==> src/rtl/core/pcv_pkg.sv <==
// Shared types and constants for the pen polygon path convolver.
// No dependencies; used by pcv_front, pcv_queue, pcv_back.
package pcv_pkg;

  localparam int CB = 32;  // coordinate width, 16.16 fixed point

  localparam logic [1:0] ACT_LOAD   = 2'd0;
  localparam logic [1:0] ACT_START  = 2'd1;
  localparam logic [1:0] ACT_POINT  = 2'd2;
  localparam logic [1:0] ACT_UNUSED = 2'd3;

  typedef enum logic [1:0] {
    KIND_LOAD,
    KIND_START,
    KIND_POINT
  } kind_t;

  // one classified request; a/b carry the pen offset for a load, the point otherwise
  typedef struct packed {
    kind_t         kind;
    logic [4:0]    idx;
    logic [CB-1:0] a;
    logic [CB-1:0] b;
    logic          fmark;
    logic          rmark;
    logic          dir;
    logic [CB-1:0] ex;
    logic [CB-1:0] ey;
    logic          last;
  } cmd_t;

endpackage

==> src/rtl/core/pcv_front.sv <==
// Front end: accepts input requests, drops ones that do nothing, tags the rest.
// Depends on pcv_pkg.
module pcv_front
  import pcv_pkg::*;
#(
  parameter int MAX_PEN_VERTICES = 31
) (
  input  logic          in_valid,
  output logic          in_ready,
  input  logic [1:0]    action,
  input  logic [4:0]    vertex_index,
  input  logic [CB-1:0] pen_dx,
  input  logic [CB-1:0] pen_dy,
  input  logic          forward_mark,
  input  logic          reverse_mark,
  input  logic          direction,
  input  logic [CB-1:0] point_x,
  input  logic [CB-1:0] point_y,
  input  logic [CB-1:0] end_dx,
  input  logic [CB-1:0] end_dy,
  input  logic          last_point,
  output logic          push_valid,
  input  logic          push_ready,
  output cmd_t          push_cmd
);

  logic keep;

  always_comb begin
    keep = 1'b0;
    push_cmd.kind = KIND_POINT;
    push_cmd.a = point_x;
    push_cmd.b = point_y;
    case (action)
      ACT_LOAD: begin
        keep = (vertex_index < 5'(MAX_PEN_VERTICES));
        push_cmd.kind = KIND_LOAD;
        push_cmd.a = pen_dx;
        push_cmd.b = pen_dy;
      end
      ACT_START: begin
        keep = 1'b1;
        push_cmd.kind = KIND_START;
      end
      ACT_POINT: begin
        keep = 1'b1;
      end
      default: keep = 1'b0;
    endcase
    push_cmd.idx   = vertex_index;
    push_cmd.fmark = forward_mark;
    push_cmd.rmark = reverse_mark;
    push_cmd.dir   = direction;
    push_cmd.ex    = end_dx;
    push_cmd.ey    = end_dy;
    push_cmd.last  = last_point;
  end

  // dropped requests are still taken, they just never reach the queue
  assign in_ready   = push_ready;
  assign push_valid = in_valid && keep;

endmodule

==> config.mk <==
export PLATFORM = sky130hd
export DESIGN_NAME = pcv_front
export DESIGN_NICKNAME = d
export VERILOG_FILES = /design/src/rtl/core/pcv_pkg.sv /design/src/rtl/core/pcv_front.sv
export SDC_FILE = /design/constraint.sdc
export NUM_CORES = 1
export LEC_CHECK = 0
export BUFFER_PORTS_ARGS = -buffer_cell sky130_fd_sc_hd__buf_4
export CORE_AREA = 2 2 135 137
export DETAILED_ROUTE_END_ITERATION = 8
export DIE_AREA = 0 0 137 139
export PLACE_DENSITY = 0.44
export SYNTH_ARGS = -nofsm -noshare
export SYNTH_HDL_FRONTEND = slang
export SYNTH_SLANG_ARGS = --single-unit
==> constraint.sdc <==
create_clock -name vclk -period 3.4
set_input_delay 0.34 -clock vclk [all_inputs]
set_output_delay 0.34 -clock vclk [all_outputs]
set_load 0.05 [all_outputs]
### Word-level counts from Yosys, hierarchy flattened

Cells that the tools add are included.

* $lt $le $gt $ge: 1
* equal/unequal tests: 2
* multiplexer cells: 3
* reductions and logical operators: 3

Operators by type and width (count)
* $mux W64: 1
* $lt A5 B5 Y1 const B: 1
* $pmux W2 S2: 1
* $eq A2 B1 Y1 const B: 1
* $eq A2 B2 Y1 const B: 1
* $logic_not A2 Y1: 1
* $pmux W1 S2: 1
* $reduce_or A2 Y1: 1
* $logic_and A1 B1 Y1: 1

* register bits after elaboration: 0
* input bits: 205
* output and inout port bits: 141
* logic and storage cells: 9

### Logic depth before layout (Yosys ltp)

* word-level depth: 4
* mapped depth: 6
* depth with buffers taken out: 4

### Worst setup path before layout

Ideal clock, no wire load.

* kind: input -> output
* from: in action[1]
* to: out push_valid
* arrival: 1.628 ns
* data required time: 3.060 ns
* setup slack: 1.432 ns
* stages: 6
* path buffers: 2
* cells stage by stage: inv_1 > ha_1 > buf_6 > buf_6 > nor2_1 > a211oi_2

* longest elaborated chain between the ends: 4
* elaborated cells between the ends (all ways): 6
* those cells by class: eq/ne (2); mux (1); reduce/logical (3)

Ends and longest elaborated chain
* start: declaration: RTL line pcv_front.sv:10 `input logic [1:0] action,`
* $eq A2 B2 Y1 or $eq A2 B1 Y1 (tied branches): RTL line pcv_front.sv:34 `case (action)`
* $reduce_or A2 Y1 (no line)
* $pmux W1 S2 *: RTL line pcv_front.sv:34
* $logic_and A1 B1 Y1 *: RTL line pcv_front.sv:61 `assign push_valid = in_valid && keep;`
* end: declaration: RTL line pcv_front.sv:22 `output logic push_valid,`

Mark *: on every way between the ends. The rest lies on a longest branch, timed or not.

==> flow_summary.toml <==
[cells_and_area]
nClkBuffers = 0
seqCellArea_sq_um = 0
layout.nets = 499
num-fill-cells = 2002
fin_util = 0.162
instances_no_fill = 517
syn2layout_area_growth_pct = 80.1
drive_above_1_share = 0.965
diodes = 0
seq_cell_count = 0

[synthesis]
synth.area.top_cells = "mux2_4 (36%), buf_4 (35%), mux2_2 (18%)"
synthAdderAreaFrac = 0.0316
synth_top_family_by_area = "multiplexers"
syn_area_sq_um = 1580
synth_top_cell_by_area = "mux2_4"
synth.area.mux_share = 0.545
synthSimpleGateAreaFrac = 0.0182
avgSynthCellArea_sq_um = 10.1
synthDistinctLibCells = 12
ys_warn_count = 0
synth_seq_area_share = 0
synthXorXnorAreaFrac = 0
syn_nets = 366
yosysTopAreaCellShare = 0.360
synthCells = 157
synth_compound_area_frac = 0.00790

[timing]
worst_slew_pin_slew_ns = 0.645
hold_violations = 0
period_needed_ns = 2.36
fin_tns_setup_ns = 0
min_period_over_period = 0.695
setup_violations = 0
slew_headroom = 0.570
rsz0062_at_grt = "false"
fmax_mhz = 423
slew_violations = 0

[clock_network]
post_cts_buffers = 0
cts_resized = 0
postCtsHoldBufs = 0

[drt]
drt_pass1_iterations = 4
detail-route-antenna-nets = 0
drt_iter0_drc = 11
vias = 1583
route.detailed.drc = 0
finalWirelength_mm = 5.67
post_drt_via_cell_ratio = 3.06
wl_per_cell_um = 11.0

[die]
coreArea_sq_um = 17700
rows = 49
die_h_um = 139
fp.dieW_um = 137
initial_core_util = 0.0897
die_area_sq_um = 19000
ios = 346

[power_and_ir_drop]
power_per_cell_area_nw_per_um2 = 204
p_sw_frac = 0.551
p_sw_mw = 0.320
p_seq_frac = 0
p_int_mw = 0.261
power_frac_clock = 0
power_frac_comb = 1.000
ir_worst_vdd_uv = 73.5
power.total_mw = 0.582
power.leakage_nw = 1.46

[global_routing]
grtUsageTotal = 0.0470
grt-ovfl-total = 0
grt_max_degree = 43
antenna_found_initial = 0
grt_pass1_vias = 1519
grt_pass1_wl_mm = 7.37

[setup_path]
critPathMaxFanout = 42
end_kind = "output pin"
critPathLaunchType = "input pin"
crit_type = "in2out"
cp.required_ns = 3.06
cp.arrival_ns = 2.02

[hold_path]
min_path_type = "in2out"
holdPathStages = 0

[placed_design]
place.port_buffers = 208
gp_congestion = 0.700
dp_hpwl_mm = 5.00
dp.cells = 517

[outcome]
status = "finished, final reports clean"

[flow_run]
maxCapViolCount = 0
-- worst max-delay path, cell delays in order --
cell and delay [ns]:
buf_4 0.11, inv_1 0.12, ha_4 0.58, buf_4 0.34, mux2_4 0.32, buf_4 0.19
-- cell usage in the layout, fill, tap and decap left out, drive strengths merged --
cell    netlist  layout
mux2         64      64
nand2b        1       1
nor2          2       2
ha            4       4
and4          1       1
buf          81     212
nor2b         1       1
a211oi        1       1
inv           2       2
-- Yosys cell counts --
cell and number:
mux2_2 26, buf_2 2, buf_4 74, nor2_1 2, and4_1 1, a211oi_2 1, nor2b_1 1, mux2_4 38
ha_1 4, nand2b_1 1, buf_6 5, inv_1 2
-- final cells by class --
class              count  area [sq um]  share of cell area
inverters              2          7.51             0.00263
well taps            229           287               0.100
multi-input cells     74           967               0.339
repair buffers       212          1590               0.558
-- per-layer routing --
| layer | global-route usage | vias to the layer above | part of all wire |
|---|---|---|---|
| met5 | 0 | - | 0 |
| met2 | 0.0841 | 188 | 0.46 |
| met4 | 0.00705 | 0 | 0.013 |
| met3 | 0.0274 | 6 | 0.20 |
| met1 | 0.0479 | 669 | 0.33 |
| li1 | - | 720 | - |
-- power groups by stage --
stage | Combinational [mW] | Sequential [mW] | Clock, mW
6_report | 0.582 | 0 | 0
5_1_grt | 0.608 | 0 | 0
4_1_cts | 0.588 | 0 | 0
3_5_place_dp | 0.587 | 0 | 0
3_3_place_gp | 0.583 | 0 | 0
2_1_floorplan | 0.584 | 0 | 0
-- final timing paths --
kind / startpoint / endpoint / slack, ns
max: action[1] / push_cmd[95] / 1.04
min: last_point / push_cmd[0] / 0.68
-- metrics by stage --
stage | hold slack [ns] | worst slack [ns] | cell area (sq um)
final | 0.680 | 1.04 | 2850
after global routing | 0.680 | 0.909 | 2850
after CTS | 0.680 | 0.987 | 2850
after detailed placement | 0.680 | 0.986 | 2850
after global placement | 0.680 | 1.03 | 2850
after floorplan | 0.847 | 1.43 | 1580
-- cell families after synthesis --
| family | count (synthesis) |
|---|---|
| muxes | 64 |
| and+or+nand+nor | 5 |
| adders and majority gates | 4 |
| AOI/OAI and AO/OA | 1 |
| buffers and inverters | 83 |
No activity file was read; power rests on OpenSTA's default activity.
