--- src/rtl/core/pcv_pkg.sv ---
// Shared types and constants for the pen polygon path convolver.
// No dependencies; used by pcv_front, pcv_queue, pcv_back.
package pcv_pkg;

  localparam int CB = 32;  // coordinate width, 16.16 fixed point

  localparam logic [1:0] ACT_LOAD   = 2'd0;
  localparam logic [1:0] ACT_START  = 2'd1;
  localparam logic [1:0] ACT_POINT  = 2'd2;
  localparam logic [1:0] ACT_UNUSED = 2'd3;

  typedef enum logic [1:0] {
    KIND_LOAD,
    KIND_START,
    KIND_POINT
  } kind_t;

  // one classified request; a/b carry the pen offset for a load, the point otherwise
  typedef struct packed {
    kind_t         kind;
    logic [4:0]    idx;
    logic [CB-1:0] a;
    logic [CB-1:0] b;
    logic          fmark;
    logic          rmark;
    logic          dir;
    logic [CB-1:0] ex;
    logic [CB-1:0] ey;
    logic          last;
  } cmd_t;

endpackage

--- src/rtl/core/pcv_queue.sv ---
// Two-entry request queue between front and back.
// Depends on pcv_pkg.
module pcv_queue
  import pcv_pkg::*;
(
  input  logic clk,
  input  logic rst,
  input  logic wr_valid,
  output logic wr_ready,
  input  cmd_t wr_cmd,
  output logic rd_valid,
  input  logic rd_ready,
  output cmd_t rd_cmd
);

  cmd_t       slots [2];
  logic       wr_ptr;
  logic       rd_ptr;
  logic [1:0] fill;
  logic       push;
  logic       pop;

  assign wr_ready = (fill != 2'd2);
  assign rd_valid = (fill != 2'd0);
  assign rd_cmd   = slots[rd_ptr];
  assign push     = wr_valid && wr_ready;
  assign pop      = rd_valid && rd_ready;

  always_ff @(posedge clk) begin
    if (push) begin
      slots[wr_ptr] <= wr_cmd;
    end
    if (rst) begin
      wr_ptr <= 1'b0;
      rd_ptr <= 1'b0;
      fill   <= 2'd0;
    end else begin
      if (push) wr_ptr <= ~wr_ptr;
      if (pop) rd_ptr <= ~rd_ptr;
      fill <= fill + 2'(push) - 2'(pop);
    end
  end

endmodule

--- config.mk ---
export PLATFORM = sky130hd
export DESIGN_NAME = pcv_queue
export DESIGN_NICKNAME = d
export VERILOG_FILES = /design/src/rtl/core/pcv_pkg.sv /design/src/rtl/core/pcv_queue.sv
export SDC_FILE = /design/constraint.sdc
export NUM_CORES = 1
export LEC_CHECK = 0
export ABC_AREA = 1
export BUFFER_PORTS_ARGS = -buffer_cell sky130_fd_sc_hd__buf_2
export CORE_MARGIN = 8
export CORE_UTILIZATION = 55
export DETAILED_ROUTE_END_ITERATION = 12
export MAX_ROUTING_LAYER = met4
export PLACE_DENSITY = 0.89
export RECOVER_POWER = 25
export SKIP_CTS_REPAIR_TIMING = 1
export SKIP_LAST_GASP = 1
export SLEW_MARGIN = 20
export SYNTH_ARGS = -nofsm -noshare
export SYNTH_HDL_FRONTEND = slang
export SYNTH_SLANG_ARGS = --single-unit
--- constraint.sdc ---
create_clock -name clk -period 17.1 [get_ports clk]
set_input_delay 2.565 -clock clk [delete_from_list [all_inputs] [get_ports clk]]
set_output_delay 2.565 -clock clk [all_outputs]
set_load 0.005 [all_outputs]
After elaboration in Yosys (flattened, before gate mapping)
Memory sizes are Yosys's and may differ from the RTL's. A register that Yosys moved wholly into a read port is not among the register bits.
Cells that the tools add are included.
Widths: inputs -> output; s select.
{ "op_classes": {"addsub": 2, "eq_ne": 1, "muxes": 4, "bitwise_logic": 2, "n_reduce_logical": 3} }
{ "ops": {"columns": ["op", "n"], "rows": [
  ["$mux 1", 4],
  ["$add 2x1->2", 1],
  ["$logic_and 1x1->1", 2],
  ["$ne 2x2->1 const B", 1],
  ["$not 1->1", 2],
  ["$reduce_bool 2->1", 1],
  ["$sub 2x1->2", 1]
]} }
{ "totals": {"regBits": 4, "ram_bits": 278, "in_bits": 143, "out_inout_bits": 141, "wordCells": 16, "mem_count": 1} }
{ "mem_list": {"columns": ["name", "depth", "width", "read_ports", "rd_clocked_by_memory_dff", "wr", "line_no", "source"], "rows": [
  ["slots", 2, 139, 1, 1, 1, "pcv_queue.sv:16", "cmd_t slots [2];"]
]} }

Logic depth before layout (Yosys ltp)
{ "logic_depth": {"ltp_word": 4, "mapped_depth": 11, "mapped_depth_nobuf": 11} }

Worst setup path after synthesis
Ideal clock, no wire load.
{ "synth_timing": {"path_type": "input-to-reg", "from": "in wr_valid", "to": "mem slots[0][0] (netlist name), enable pin", "setup_time_ps": 639, "arrival_ps": 8407, "required_time_ps": 16461, "path_slack_ps": 8054, "cell_stages": 2, "path_buffers": 0, "path_cell_list": "nand2_1 > nor2_1"} }
{ "synth_via": {"elab_chain_len": 3} }
{ "synth_rtl": {"columns": ["item", "line_no", "source"], "rows": [
  ["from (decl)", "pcv_queue.sv:8", "input logic wr_valid,"],
  ["$logic_and 1x1->1", "pcv_queue.sv:26", "assign push = wr_valid && wr_ready;"],
  ["$mux 1", "pcv_queue.sv:30", "if (push) begin"],
  ["$mux 1 (not written as such)", "pcv_queue.sv:31", "slots[wr_ptr] <= wr_cmd;"],
  ["to (decl)", "pcv_queue.sv:16", null]
]} }
Every way passes these cells.

==> reports/qor.yml <==
worst_setup_path:
  cp.depth: 3
  crit_path_start_kind: "flop"
  slowest_delay_ns: 0.94
  endpoint_kind: "output pin"
  arrival_ns: 2.92
  crit_buf_inv: 2
  critPathRequiredTime_ns: 14.53
  crit_family: "buffers and inverters"
  rrSetupSlack_ns: 14.46
  critPathKind: "flop to output pin"
  critPathSlowestCell: "dfxtp_4"
  crit_fanout: 72
  reg2reg_to: "slots[1][21]$_DFFE_PP_"
  r2r_cells: 5
  critical_path.endpoint: "rd_cmd[50]"
  reg2reg_from: "fill[0]$_SDFF_PP0_"
  worstPathCellList: "buf_4 -> mux2_2 -> buf_2"
global_route:
  top_usage_layer: "met2"
  grt_use_met2_pct: 30.8
  grt_util_met3_pct: 4.29
  globalRoute.totalOverflow: 0
  gr-usage-met1_pct: 19.3
  grt_max_degree: 74
  antenna_found_initial: 2
  grt_pass1_vias: 5846
  grt_util_all_layers_pct: 17.4
  grt_pass1_wl_um: 31100
layout:
  final_area_um2: 12800
  layout-area-overhead-vs-synth_pct: 24.3
  stdcell_count: 1030
  drive_above_1_share_pct: 58.1
  postLayoutCoreUtil_pct: 69.2
  num-nets-final: 917
detailed_routing:
  ant_nets: 0
  viasPerCell: 5.22
  wl_per_cell_um: 20.3
  drcViolationCount: 0
  dr.pass1.iters: 6
  num_vias: 5377
  first_iter_violations: 277
  routed_wl_um: 20900
min_path:
  hold_path_depth: 2
  hp-class: "flop to flop"
  worstHoldStart: "rd_ptr$_SDFFE_PP0P_"
placement:
  place_inst: 975
  gp_congestion: 0.777
  io_buffers: 283
  dpl-instance-area_um2: 11900
  dpl.hpwl_um: 14100
power_and_ir_drop:
  power.net_switching_mw: 0.459
  power.internal_mw: 1.41
  switching_share_pct: 24.6
  p_leak_nw: 4.80
  comb_power_share_pct: 19.4
  p_clk_share_pct: 31.4
  power.density_nw_per_um2: 146
  vdd_ir_drop_max_v: 0.000132
  power_frac_seq_pct: 49.2
die:
  start_util_pct: 55.7
  io_pins: 284
  die_area_um2: 23400
  coreArea_um2: 18500
  die_width_um: 153
  die_height_um: 153
  rows: 50
clock_tree:
  numCtsBuffers: 29
  h-tree-depth: 1
  clkSlewWorstSetupHoldPaths_ns: 0.05
  cts_max_path_buffers: 3
  cts_tree: "built"
  clk_latency_ns: 0.52
  cts_sinks: 283
  cts-root-buf: "clkbuf_16"
sta:
  timing.slew.headroom_pct: 35.8
  min_period_ns: 5.48
  fin_crit_sh_pct: 32.0
  hold_viol: 0
  setup_viol: 0
  rsz0062_at_grt: "no"
  skew_ns: 0.00966
  holdWs_ns: 0.510
  worstMarginPinSlew_ns: 0.962
  drv_slew: 0
  setup-tns-final_ns: 0
  max_freq_mhz: 182
logic_synthesis:
  synth_area_um2: 10300
  syn_area_per_cell_um2: 22.0
  synth-seq-area-share_pct: 82.0
  postSynthCellCount: 469
  yosysUniqueCellTypes: 12
  yosysWarnings: 0
  syn-num-nets: 614
  ys_seq_elements: 283
job:
  maxCapViolations: 0
run_status:
  status: "completed"
layout make-up:
| type | count | area [um^2] |
|---|---|---|
| Clock inverter | 14 | 121 |
| Inverter | 8 | 35.0 |
| Fill cell | 1180 | 5710 |
| Clock buffer | 38 | 779 |
| Multi-Input combinational cell | 163 | 1690 |
| Antenna cell | 3 | 7.51 |
| Timing Repair Buffer | 287 | 1440 |
| Sequential cell | 283 | 8450 |
| Tap cell | 234 | 293 |
metal layers:
| metal | share of wire [%] | up-vias |
|---|---|---|
| li1 | - | 2462 |
| met1 | 38 | 2665 |
| met2 | 52 | 216 |
| met3 | 7.2 | 34 |
| met4 | 2.1 | 0 |
| met5 | 0 | - |
power by group through the flow:
| stage | logic (mW) | clock network [mW] | registers (mW) |
|---|---|---|---|
| global route | 0.393 | 0.624 | 0.929 |
| floorplan | 0.231 | 0 | 0.925 |
| CTS | 0.370 | 0.600 | 0.922 |
| detailed placement | 0.366 | 0 | 0.935 |
| global placement | 0.357 | 0 | 0.928 |
| finish | 0.363 | 0.587 | 0.920 |
worst min-delay path by stage:
stage / slack [ns] / end
after floorplan: 0.47 / flop
after global placement: 0.48 / rd_ptr$_SDFFE_PP0P_
after detailed placement: 0.49 / flop
after CTS: 0.52 / flop
after global routing: 0.54 / flop
final: 0.51 / rd_ptr$_SDFFE_PP0P_
sequential cells by signal, summed over array words and instances (netlist names), named ones only:
signal	count
wr_ptr	1
slots	278
rd_ptr	1
fill	2
cell usage in the layout, fill, tap and decap left out, drive strengths merged:
cell type | synthesis | final
inv | 8 | 8
mux2 | 139 | 139
nand2 | 8 | 8
clkinvlp | 0 | 1
bufinv | 0 | 2
nor2 | 9 | 9
ha | 2 | 2
edfxtp | 278 | 278
nand3 | 3 | 3
a21oi | 2 | 2
clkinv | 0 | 11
clkbuf | 0 | 46
dfxtp | 5 | 5
diode | 0 | 3
buf | 15 | 279
synthesized netlist by cell type:
cell type | n | area [um^2]
nor2_1 | 9 | 33.8
a21oi_1 | 2 | 10.0
buf_4 | 2 | 15.0
nand3_1 | 3 | 15.0
inv_1 | 8 | 30.0
buf_2 | 2 | 10.0
edfxtp_1 | 278 | 8350
ha_1 | 2 | 25.0
buf_6 | 11 | 124
nand2_1 | 8 | 30.0
mux2_2 | 139 | 1570
dfxtp_1 | 5 | 100
worst reg2reg max path, stage by stage, from the launching register on:
cell and delay [ns]:
dfxtp_1 0.35, inv_1 0.06, nand2_1 0.14, nand3_1 0.22, inv_6 0.53, buf_4 0.94
cells by family (layout without fill, tap and decap cells):
kind of cell             count (synthesis)  count (layout)  share of synthesized area (%)
flip-flops                             283             283                           82.0
multiplexers                           139             139                           15.2
buffers and inverters                   23             347                           1.74
AND/OR/NAND/NOR                         20              20                          0.765
adder cells (fa/ha/maj)                  2               2                          0.243
AO/OA/AOI/OAI                            2               2                         0.0971
other                                    0               3                              0
metrics by stage:
stage | setup slack (ns) | total power, mW
after floorplan | 8.05 | 1.16
after global placement | 12.12 | 1.29
after detailed placement | 12.12 | 1.30
after CTS | 11.56 | 1.89
after global routing | 11.43 | 1.95
final | 11.62 | 1.87
Note: power is estimated with default switching activity, not from simulation.
